$ cat src/rtl/sass_pkg.sv
package sass_pkg;

  localparam int unsigned MAX_ITEMS_DEF = 64;
  localparam int unsigned SUM_SPAN_DEF  = 32768;

  localparam int unsigned VAL_W   = 8;
  localparam int unsigned TGT_W   = 15;
  localparam int unsigned POS_W   = 7;
  localparam int unsigned CNT_W   = 7;
  localparam int unsigned DIFF_W  = 9;
  localparam int unsigned WORD_W  = 256;
  localparam int unsigned WORD_LW = 8;

  typedef struct packed {
    logic                     en;
    logic                     bank;
    logic [CNT_W-1:0]         idx;
    logic signed [VAL_W-1:0]  data;
  } elem_wr_t;

  typedef struct packed {
    logic                     bank;
    logic [CNT_W-1:0]         n;
    logic signed [DIFF_W-1:0] diff;
  } job_t;

  typedef struct packed {
    logic valid;
    logic bank;
  } release_t;

endpackage

$ cat src/rtl/sass_fifo.sv
module sass_fifo (
  input  logic            clk_i,
  input  logic            rst_ni,
  input  logic            push_i,
  input  sass_pkg::job_t  push_data_i,
  input  logic            pop_i,
  output logic            empty_o,
  output sass_pkg::job_t  pop_data_o
);
  import sass_pkg::*;

  job_t       mem_q [2];
  logic       wp_q, rp_q;
  logic [1:0] cnt_q, cnt_d;

  always_comb begin
    cnt_d = cnt_q;
    unique case ({push_i, pop_i})
      2'b10:   cnt_d = cnt_q + 2'd1;
      2'b01:   cnt_d = cnt_q - 2'd1;
      default: cnt_d = cnt_q;
    endcase
  end

  always_ff @(posedge clk_i or negedge rst_ni) begin
    if (!rst_ni) begin
      wp_q  <= 1'b0;
      rp_q  <= 1'b0;
      cnt_q <= 2'd0;
    end else begin
      if (push_i) wp_q <= ~wp_q;
      if (pop_i) rp_q <= ~rp_q;
      cnt_q <= cnt_d;
    end
  end

  always_ff @(posedge clk_i) begin
    if (push_i) mem_q[wp_q] <= push_data_i;
  end

  assign empty_o    = (cnt_q == 2'd0);
  assign pop_data_o = mem_q[rp_q];

endmodule

$ cat config.mk
export PLATFORM = sky130hd
export DESIGN_NAME = sass_fifo
export DESIGN_NICKNAME = d
export VERILOG_FILES = /design/src/rtl/sass_pkg.sv /design/src/rtl/sass_fifo.sv
export SDC_FILE = /design/constraint.sdc
export NUM_CORES = 1
export LEC_CHECK = 0
export ABC_AREA = 0
export BUFFER_PORTS_ARGS = -buffer_cell sky130_fd_sc_hd__buf_4
export CELL_PAD_IN_SITES_DETAIL_PLACEMENT = 0
export CELL_PAD_IN_SITES_GLOBAL_PLACEMENT = 2
export CORE_MARGIN = 2
export CORE_UTILIZATION = 40
export CTS_CLUSTER_SIZE = 10
export DETAILED_ROUTE_END_ITERATION = 10
export HOLD_SLACK_MARGIN = 0.08
export PLACE_DENSITY_LB_ADDON = 0.1
export SLEW_MARGIN = 20
export SYNTH_ARGS = -nofsm -noshare
export SYNTH_HDL_FRONTEND = slang
export SYNTH_SLANG_ARGS = --single-unit
$ cat constraint.sdc
create_clock -name clk_i -period 2.4 [get_ports clk_i]
set_clock_uncertainty 0.1 [all_clocks]
set_input_delay 0.36 -clock clk_i [delete_from_list [all_inputs] [get_ports clk_i]]
set_output_delay 0.36 -clock clk_i [all_outputs]
set_load 0.01 [all_outputs]
# Yosys cells after proc, flatten, opt, wreduce, memory -nomap -nowiden
# Memory sizes are Yosys's and may differ from the RTL's.
# Cells that the tools add are included.
dict set report classes {
  n_mux 3
  n_addsub 2
  bitwise 2
  n_reduce_logical 2
  n_eq_ne 2
}
# op count
set ops {}
lappend ops {{one-hot mux 2 bit (2 select lines)} 1}
lappend ops {{adder 2 x 1 -> 2 bit (second input constant)} 1}
lappend ops {{== test 2 x 1 -> 1 bit (second input constant)} 1}
lappend ops {{== test 2 bit (second input constant)} 1}
lappend ops {{zero test 2 bit} 1}
lappend ops {{2-to-1 mux 1 bit} 2}
lappend ops {{inverter 1 bit} 2}
lappend ops {{nonzero test 2 bit} 1}
lappend ops {{subtractor 2 x 1 -> 2 bit (second input constant)} 1}
dict set report totals {
  reg_bits 4
  mem_bits_rw 34
  out_inout_bits 18
  memories 1
}
# name depth width read_ports rd_clocked_by_memory_dff write_ports line_no
set mem_list {}
lappend mem_list {mem_q 2 17 1 0 1 sass_fifo.sv:12} ;# job_t mem_q [2];

# Longest topological paths before layout
dict set report depth {
  ltp_word 2
  ltp_mapped 5
  mapped_depth_nobuf 5
}

# Worst setup path before layout
# Ideal clock, no wire load.
dict set report synth_path {
  path_kind {register to register}
  startpoint {reg wp_q}
  endpoint {mem mem_q[0][0] in the netlist's numbering (enable)}
  setup_ns 0.391
  path_buffers 0
  slack_ns 0.770
  path_stages_with_launch 2
  required_ns 1.909
  arrival_time_ns 1.139
  path_cell_list {dfrtp_1 nor2_1}
}
# item line_no
set synth_rtl {}
lappend synth_rtl {{from (decl)} sass_fifo.sv:13} ;# logic wp_q, rp_q;
lappend synth_rtl {{from (signal assigned)} sass_fifo.sv:31} ;# if (push_i) wp_q <= ~wp_q;
lappend synth_rtl {{to (decl)} sass_fifo.sv:12}
# Straight into the memory's write port.

==> impl_results.md <==
- Period utilization: 0.899
- Final ANT Viol Nets: 0
- Final WL: 2.27 mm
- Clk_lat worst skew: 0.34 ns
- Commonest non-fill, non-tap cell in the layout: buf_4
- Syn Area/Cell: 21.4 um2
- Setup TNS: 0 ns
- Startpoint Class: flip-flop
- GRT overflow: 0
- WL/cell: 12.7 um
- Hold WC Path Type: in -> reg
- Clock sinks: 38
- First drt pass iteration count: 3
- Slew Limit Headroom: 0.765
- Fmax: 0.463 GHz
- Vias: 796
- Crit path max fanout: 10
- Setup-failing EPs final: 0
- Initial antenna violation count: 0
- Syn Std Cell Area: 1460 um2
- Final total power: 2070 uW
- Layout area overhead: 40.7%
- GPL Wtd Cong: 0.688
- Initial DRC Count: 21
- Global Route Usage Sum: 0.120
- Post-synthesis register bit count: 38
- Vias in the first global route: 803
- Clock transition at path regs: 0.11 ns
- Via-to-Cell Ratio: 4.45
- # DRC: 0
- CTS Root Cell: clkbuf_4
- Initial core utilization: 0.426
- Top-Level Pins: 39
- Power Density: 1010 nW/um2
- Peak VDD IR: 0.565 mV
- Most frequent cells in the layout: 41 x buf_4, 34 x edfxtp_1, 18 x dlygate4sd3_1
- Hold violation count in the final report: 0
- Die X: 64.3 um
- Endpoint class of the critical path: primary output
- Final min period: 2.16 ns
- Nets: 154
- CP Data Arrival Time: 1.70 ns
- Worst path required time: 1.94 ns
- Syn nets: 90
- Inst Count DP: 153
- Cells after Synth: 68
- TritonCTS Buffers: 5
- Max Transition Viols Final: 0
- Total of warnings raised by yosys: 0
- CTS tree: done
- Die ar.: 4140 um2
- Antenna diodes: 0
- Clk buf depth: 2
- Leak pwr: 0.000828 uW
- Post-synthesis sequential area ratio: 0.770
- Total core area: 3420 um2
- Status: finished clean
- Die Span Y: 64.3 um
- CP Class: reg -> out
- Postcts setup bufs: 0
- Largest net degree at the start of global routing: 18
- Port bufs: 38
- Row count: 21
- Final cell count without fillers: 179
- Share of cells above drive strength 1: 0.496
- Worst-Margin Slew: 0.353 ns
- First-pass GRT wire length: 3.48 mm
- Max Cap Viol: 0
- RSZ-0062 raised after global routing: no
- CTS H-Tree Depth: 2
- Unique masters post-synth: 12
==> power breakdown <==
part           switching (uW)  internal, uW  leakage [uW]
clock                     201           216     0.0000450
combinational             285           411      0.000417
sequential               71.1           886      0.000366
==> per-stage QoR <==
| step | cell area (um2) | util | hold WS [ns] | setup slack [ns] |
|---|---|---|---|---|
| after floorplan | 1460 | - | -0.0356 | 0.770 |
| after global placement | 1790 | 0.524 | 0.0590 | 0.605 |
| after detailed placement | 1790 | 0.524 | 0.0623 | 0.601 |
| after CTS | 1990 | 0.582 | 0.0801 | 0.190 |
| after global routing | 2050 | 0.599 | 0.0842 | 0.130 |
| final | 2050 | 0.599 | 0.108 | 0.242 |
==> cell usage after synthesis <==
cell type,n,area [um2]
and2_1,1,6.26
buf_12,1,20.0
buf_6,1,11.3
dfrtp_1,4,100
edfxtp_1,34,1020
ha_1,1,12.5
inv_1,1,3.75
mux2_2,8,90.1
mux2_4,9,135
nor2_1,3,11.3
xnor2_1,2,17.5
xor2_1,3,26.3
==> cells by family after synthesis <==
| family | after synthesis | synth area share |
|---|---|---|
| xor+xnor | 5 | 0.0301 |
| fa+ha+maj | 1 | 0.00860 |
| buf+inv | 3 | 0.0241 |
| flops | 38 | 0.770 |
| mux | 17 | 0.155 |
| simple gates | 4 | 0.0120 |
==> worst paths after layout <==
path                           from             to  slack [ns]  cells after the start
max in group asynchronous    rst_ni           wp_q        1.85                      2
max reg2reg                    wp_q    mem_q[0][4]        1.22                      2
min                          push_i           wp_q        0.11                      2
min reg2reg                cnt_q[1]       cnt_q[1]        0.37                      1
max                            rp_q  pop_data_o[0]        0.24                      3
min in group asynchronous    rst_ni           rp_q        0.23                      2
==> worst max-delay path, stage by stage (launching register included) <==
cell and delay (ns):
dfrtp_1 0.57, buf_4 0.29, mux2_2 0.35, buf_4 0.14
==> sequential cells by signal, summed over array words and instances, names as in the netlist <==
register  cells
mem_q        34
wp_q          1
rp_q          1
cnt_q         2
==> final cells by class <==
type / instances / area, um2
Multi-Input combinational cell: 27 / 299
Fill cell: 275 / 1370
Clock inverter: 3 / 40.0
Sequential cell: 38 / 1120
Timing Repair Buffer: 59 / 488
Inverter: 1 / 3.75
Clock buffer: 5 / 37.5
Tap cell: 46 / 57.6
==> per-layer routing <==
layer / share of wire / global-route usage / vias up
li1: - / - / 381
met5: 0 / 0 / -
met2: 0.46 / 0.173 / 31
met3: 0.069 / 0.0440 / 7
met1: 0.44 / 0.142 / 377
met4: 0.031 / 0.0957 / 0
==> what timing repair did <==
item | CTS | global route
hold buffers | 12 | 6
gates resized for setup | 0 | 0
endpoints found under the hold margin | 24 | 12
Power figures use the tool's default switching activity.
