--- src/rtl/sass_pkg.sv ---
package sass_pkg;

  localparam int unsigned MAX_ITEMS_DEF = 64;
  localparam int unsigned SUM_SPAN_DEF  = 32768;

  localparam int unsigned VAL_W   = 8;
  localparam int unsigned TGT_W   = 15;
  localparam int unsigned POS_W   = 7;
  localparam int unsigned CNT_W   = 7;
  localparam int unsigned DIFF_W  = 9;
  localparam int unsigned WORD_W  = 256;
  localparam int unsigned WORD_LW = 8;

  typedef struct packed {
    logic                     en;
    logic                     bank;
    logic [CNT_W-1:0]         idx;
    logic signed [VAL_W-1:0]  data;
  } elem_wr_t;

  typedef struct packed {
    logic                     bank;
    logic [CNT_W-1:0]         n;
    logic signed [DIFF_W-1:0] diff;
  } job_t;

  typedef struct packed {
    logic valid;
    logic bank;
  } release_t;

endpackage

--- src/rtl/sass_front.sv ---
module sass_front #(
  parameter int unsigned MAX_ITEMS = sass_pkg::MAX_ITEMS_DEF
) (
  input  logic                              clk_i,
  input  logic                              rst_ni,
  input  logic                              in_valid_i,
  output logic                              in_ready_o,
  input  logic signed [sass_pkg::VAL_W-1:0] value_i,
  input  logic                              last_i,
  output sass_pkg::elem_wr_t                elem_wr_o,
  output logic                              job_push_o,
  output sass_pkg::job_t                    job_o,
  input  sass_pkg::release_t                rel_i
);
  import sass_pkg::*;

  logic [CNT_W-1:0]        cnt_q, cnt_d, n_new;
  logic                    bank_q;
  logic [1:0]              busy_q, busy_d;
  logic signed [VAL_W-1:0] a0_q, a1_q, a1_eff;
  logic                    accept, room, closing;

  assign in_ready_o = !busy_q[bank_q];
  assign accept     = in_valid_i && in_ready_o;
  assign room       = (cnt_q < CNT_W'(MAX_ITEMS));
  assign n_new      = room ? cnt_q + CNT_W'(1) : cnt_q;
  assign a1_eff     = (cnt_q == CNT_W'(1)) ? value_i : a1_q;
  assign closing    = accept && last_i;
  assign job_push_o = closing && (n_new >= CNT_W'(2));

  assign elem_wr_o.en   = accept && room;
  assign elem_wr_o.bank = bank_q;
  assign elem_wr_o.idx  = cnt_q;
  assign elem_wr_o.data = value_i;

  assign job_o.bank = bank_q;
  assign job_o.n    = n_new;
  assign job_o.diff = DIFF_W'(a0_q) - DIFF_W'(a1_eff);

  always_comb begin
    busy_d = busy_q;
    if (rel_i.valid) busy_d[rel_i.bank] = 1'b0;
    if (job_push_o) busy_d[bank_q] = 1'b1;
    cnt_d = cnt_q;
    if (accept) cnt_d = closing ? '0 : n_new;
  end

  always_ff @(posedge clk_i or negedge rst_ni) begin
    if (!rst_ni) begin
      cnt_q  <= '0;
      bank_q <= 1'b0;
      busy_q <= 2'b00;
    end else begin
      cnt_q  <= cnt_d;
      busy_q <= busy_d;
      if (job_push_o) bank_q <= ~bank_q;
    end
  end

  always_ff @(posedge clk_i) begin
    if (accept && cnt_q == CNT_W'(0)) a0_q <= value_i;
    if (accept && cnt_q == CNT_W'(1)) a1_q <= value_i;
  end

endmodule

--- config.mk ---
export PLATFORM = sky130hd
export DESIGN_NAME = sass_front
export DESIGN_NICKNAME = d
export VERILOG_FILES = /design/src/rtl/sass_pkg.sv /design/src/rtl/sass_front.sv
export SDC_FILE = /design/constraint.sdc
export NUM_CORES = 1
export LEC_CHECK = 0
export BUFFER_PORTS_ARGS = -buffer_cell sky130_fd_sc_hd__clkbuf_2
export CORE_MARGIN = 2
export CORE_UTILIZATION = 51
export CTS_CLUSTER_SIZE = 40
export DETAILED_ROUTE_END_ITERATION = 8
export PLACE_DENSITY = 0.79
export SYNTH_ARGS = -nofsm -noshare
export SYNTH_HDL_FRONTEND = slang
export SYNTH_SLANG_ARGS = --single-unit
--- constraint.sdc ---
create_clock -name clk_i -period 4 [get_ports clk_i]
set_clock_uncertainty 0.2 [all_clocks]
set_input_delay 0.6 -clock clk_i [delete_from_list [all_inputs] [get_ports clk_i]]
set_output_delay 0.6 -clock clk_i [all_outputs]
set_load 0.03 [all_outputs]
## Word-level counts from Yosys, hierarchy flattened

Index checks and enable logic that the tools add are counted.

| word-level totals | value |
|---|---|
| ROM bits | 0 |
| bits in writable memories | 0 |
| bits in latches | 0 |
| logic and storage cells | 39 |
| bits in registers | 26 |
| input bits | 14 |
| memories | 0 |

| cells by class | value |
|---|---|
| $lt $le $gt $ge | 6 |
| muxes and demuxes | 11 |
| multipliers | 0 |
| reduce and logical (&&, ||, !) cells | 10 |
| shift-type cells | 0 |
| equality and inequality tests | 1 |
| bitwise gates (word level) | 4 |
| divide/modulo/power cells | 0 |
| $add $sub $neg | 2 |

Operators with widths:

| cell | number |
|---|---|
| 7-bit 2-to-1 mux | 2 |
| 8-bit by 8-bit subtractor with 9-bit output | 1 |
| 1-bit logical AND | 8 |
| 8-bit 2-to-1 mux | 1 |
| 7-bit by 1-bit adder with 7-bit output, second input constant | 1 |
| 7-bit by 1-bit == test with 1-bit output, second input constant | 1 |
| 7-bit by 2-bit greater-or-equal comparator with 1-bit output, second input constant | 1 |
| 7-bit logical NOT | 1 |
| 7-bit less-than comparator, second input constant | 1 |
| 1-bit by 2-bit less-than comparator with 1-bit output, second input constant | 2 |
| 1-bit 2-to-1 mux | 4 |
| 2-bit 2-to-1 mux | 2 |
| 2-bit AND | 1 |
| 1-bit demux with 1-bit select | 2 |
| 1-bit greater-or-equal comparator, second input constant | 2 |
| 2-bit NOT | 1 |
| 2-bit bitwise OR | 1 |
| 1-bit logical NOT | 1 |
| 1-bit NOT | 1 |

## Depth between registers and ports, before layout

| depth | value |
|---|---|
| depth after elaboration | 9 |
| mapped depth | 12 |

## Worst setup path before layout

Ideal clock, no wire load.

| timing path | value |
|---|---|
| path kind | register -> output |
| from | reg cnt_q[1] |
| to | out job_o[6] (netlist bit) |
| cell stages (with the launch flop) | 13 |
| slack | 0.015 ns |
| arrival time | 3.185 ns |
| buffers on the path | 1 |
| cells stage by stage | dfrtp_1 -> inv_1 -> ha_1 -> nand3b_1 -> buf_2 -> mux2_2 -> ha_1 -> fa_1 -> nor2b_1 -> o21ai_0 -> a21boi_0 -> o21ai_0 -> a21oi_1 |

RTL lines:

| item | RTL line | source |
|---|---|---|
| start, declared | sass_front.sv:17 | `logic [CNT_W-1:0] cnt_q, cnt_d, n_new;` |
| start signal, assigned | sass_front.sv:54 | `cnt_q <= cnt_d;` |
| end, declared | sass_front.sv:12 | `output sass_pkg::job_t job_o,` |

==> flow_summary.json <==
{
  "outcome": "finished, final reports clean",
  "worstMarginPinSlew_ns": 0.644,
  "die_area_mm2": 0.00371,
  "core_mm2": 0.00308,
  "multi_input_area_um2": 792,
  "globalplace.congestion": 0.896,
  "async_reset_ff_share_pct": 38.5,
  "ios": 50,
  "max_clock_freq_ghz": 0.261,
  "insertion_delay_ns": 0.32,
  "syn_to_final_growth_pct": 19.9,
  "syn_area_mm2": 0.00165,
  "p_per_area_mw_per_mm2": 849,
  "final_cell_mix": "clkbuf_2, edfxtp_1, inv_1, nor2_1, ha_1",
  "grt_overflow": 0,
  "htreeDepth": 1,
  "nNetsFinal": 236,
  "syn-num-nets": 187,
  "end_kind": "output port",
  "grt_pass1_vias": 1232,
  "root_buffer": "clkbuf_4",
  "layout_setup_ws_ns": 0.170,
  "path_class": "reg2out",
  "cts_made_buffers": 3,
  "fin_util_pct": 64.4,
  "grt_pass1_wl_um": 5280,
  "hold_viol_final": 0,
  "fin_cells": 253,
  "dp_slack_ns": 0.242,
  "drt-pass1-iter-count": 4,
  "cts_buffer_depth": 2,
  "row_count": 20,
  "crit_path_start_kind": "flip-flop",
  "synth.yosys.seq_area_share_pct": 44.2,
  "register_area_um2": 734,
  "drive_above_1_share_pct": 34.0,
  "peakVddDrop_v": 0.000483,
  "vias_per_cell": 5.28,
  "die_w_um": 61.0,
  "antenna_left": 0,
  "synthXorXnorAreaFrac_pct": 4.77,
  "muxShareOfSynthArea_pct": 5.60,
  "vias": 1335,
  "synthCells": 161,
  "yosysWarnings": 0,
  "finalMaxSlewViolations": 0,
  "yosysUniqueCellTypes": 41,
  "synth_compound_area_share_pct": 13.1,
  "min_path_type": "in2reg",
  "antenna_cells": 0,
  "synth-main-ff-cell": "edfxtp_1",
  "path_clk_slew_ns": 0.14,
  "drc": 0,
  "clock_sinks": 26,
  "start_util_pct": 53.7,
  "drtIter0Drc": 28,
  "reg2reg_depth": 7,
  "crit_required_ns": 3.20,
  "portBuffers": 49,
  "synth_top_family_by_area": "simple AND/OR/NAND/NOR gates",
  "synth_edf_count": 16,
  "grt_max_degree": 15,
  "hold_depth": 1,
  "synth-seq-cells": 26,
  "period_share_pct": 95.8,
  "layout_commonest_cell": "clkbuf_2",
  "relSlewSlack_pct": 56.9,
  "maxCapViolations": 0,
  "critPathArrivalTime_ns": 3.03,
  "nFillCells": 259,
  "die_height_um": 61.0,
  "ff2ff_setup_slack_ns": 1.54,
  "wl_per_cell_um": 13.1,
  "cts_tree": "built",
  "drt_wl_total_um": 3320,
  "dp_hpwl_um": 2570,
  "grt_usage_pct": 19.1,
  "yosys.area_share.simple_pct": 14.0,
  "synth_adder_area_share_pct": 9.53,
  "antenna_found_initial": 0,
  "avgSynthCellArea_um2": 10.3,
  "min_period_ns": 3.83,
  "post-place-cells": 243,
  "final-setup-viol-count": 0,
  "cp_max_fo": 3,
  "p_leak_nw": 0.974
}
-- registers in the layout (all words and copies together) (netlist names) --
name,cells
a1_q,8
busy_q,2
bank_q,1
a0_q,8
cnt_q,7
-- final timing paths --
path	from	endpoint
max	cnt_q[2]	job_o[8]
min	value_i[0]	a0_q[0]
max reg2reg	cnt_q[0]	busy_q[1]
min reg2reg	busy_q[0]	busy_q[0]
max in group asynchronous	rst_ni	cnt_q[3]
min in group asynchronous	rst_ni	cnt_q[4]
-- stage by stage --
stage	power, mW	hold WS, ns	TNS, ns	area (µm²)
2_1_floorplan	1.28	0.104	0	1650
3_3_place_gp	1.51	0.285	0	1890
3_5_place_dp	1.54	0.291	0	1890
4_1_cts	1.67	0.286	0	1940
5_1_grt	1.81	0.285	-0.0640	1980
6_report	1.68	0.294	0	1980
-- cells in the mapped netlist, drive strengths merged, types with 2 or more instances --
master	n	area, µm²
xor2	2	17.5
nor4	2	12.5
o21ai	11	55.1
a21oi	5	25.0
nor2b	3	18.8
clkbuf	3	12.5
or3	2	12.5
buf	12	85.1
a21o	2	15.0
nor4bb	2	20.0
inv	13	48.8
nand2	10	37.5
xnor2	7	61.3
and3	3	18.8
mux2	2	22.5
nor2	13	48.8
nand3	4	20.0
mux2i	7	70.1
edfxtp	16	480
o22ai	2	12.5
a31o	3	26.3
dfrtp	10	250
ha	11	138
-- critical path, cell delays in order, from the launching register on --
cell and delay (ns):
dfrtp_1 0.44, nor4_4 0.30, nand3b_1 0.15, mux2_2 0.30
ha_1 0.21, fa_1 0.42, nor2b_1 0.14, o21ai_1 0.10
a21boi_1 0.22, o31a_1 0.18, o22ai_1 0.08, buf_2 0.18
-- layer usage --
layer  GRT usage (%)  vias up  share of wire, %
li1                -      662                 -
met1            23.9      625                42
met2            34.1       46                52
met3            2.35        2               5.5
met4            6.52        0              0.72
met5               0        -                 0
-- power by group --
| group | internal [mW] | switching [mW] | total [mW] |
|---|---|---|---|
| Sequential | 0.367 | 0.0375 | 0.404 |
| Clock | 0.0365 | 0.0749 | 0.111 |
| Combinational | 0.415 | 0.754 | 1.17 |
| Total | 0.818 | 0.866 | 1.68 |
-- kinds of logic after synthesis --
kind of cell               Yosys count
adders and majority gates           12
muxes                                9
buffers and inverters               28
xor gates and xnor gates             9
AOI/OAI and AO/OA                   33
and+or+nand+nor                     44
DFF                                 26
-- cell type report --
type / instances / share of cell area (%)
timing repair buffer: 59 / 16.5
inverter: 13 / 2.46
multi-input combinational: 107 / 39.9
clock inverter: 1 / 0.189
clock buffer: 3 / 1.14
tap: 44 / 2.78
sequential: 26 / 37.0
-- timing repair --
item | CTS | global route
pin swaps | 0 | 2
hold endpoints to repair | 10 | 0
buffers inserted | 1 | 4
endpoints found under the setup margin | 2 | 3
hold buffers | 1 | 0
gates resized for setup | 2 | 8
No activity file was read; power rests on OpenSTA's default activity.
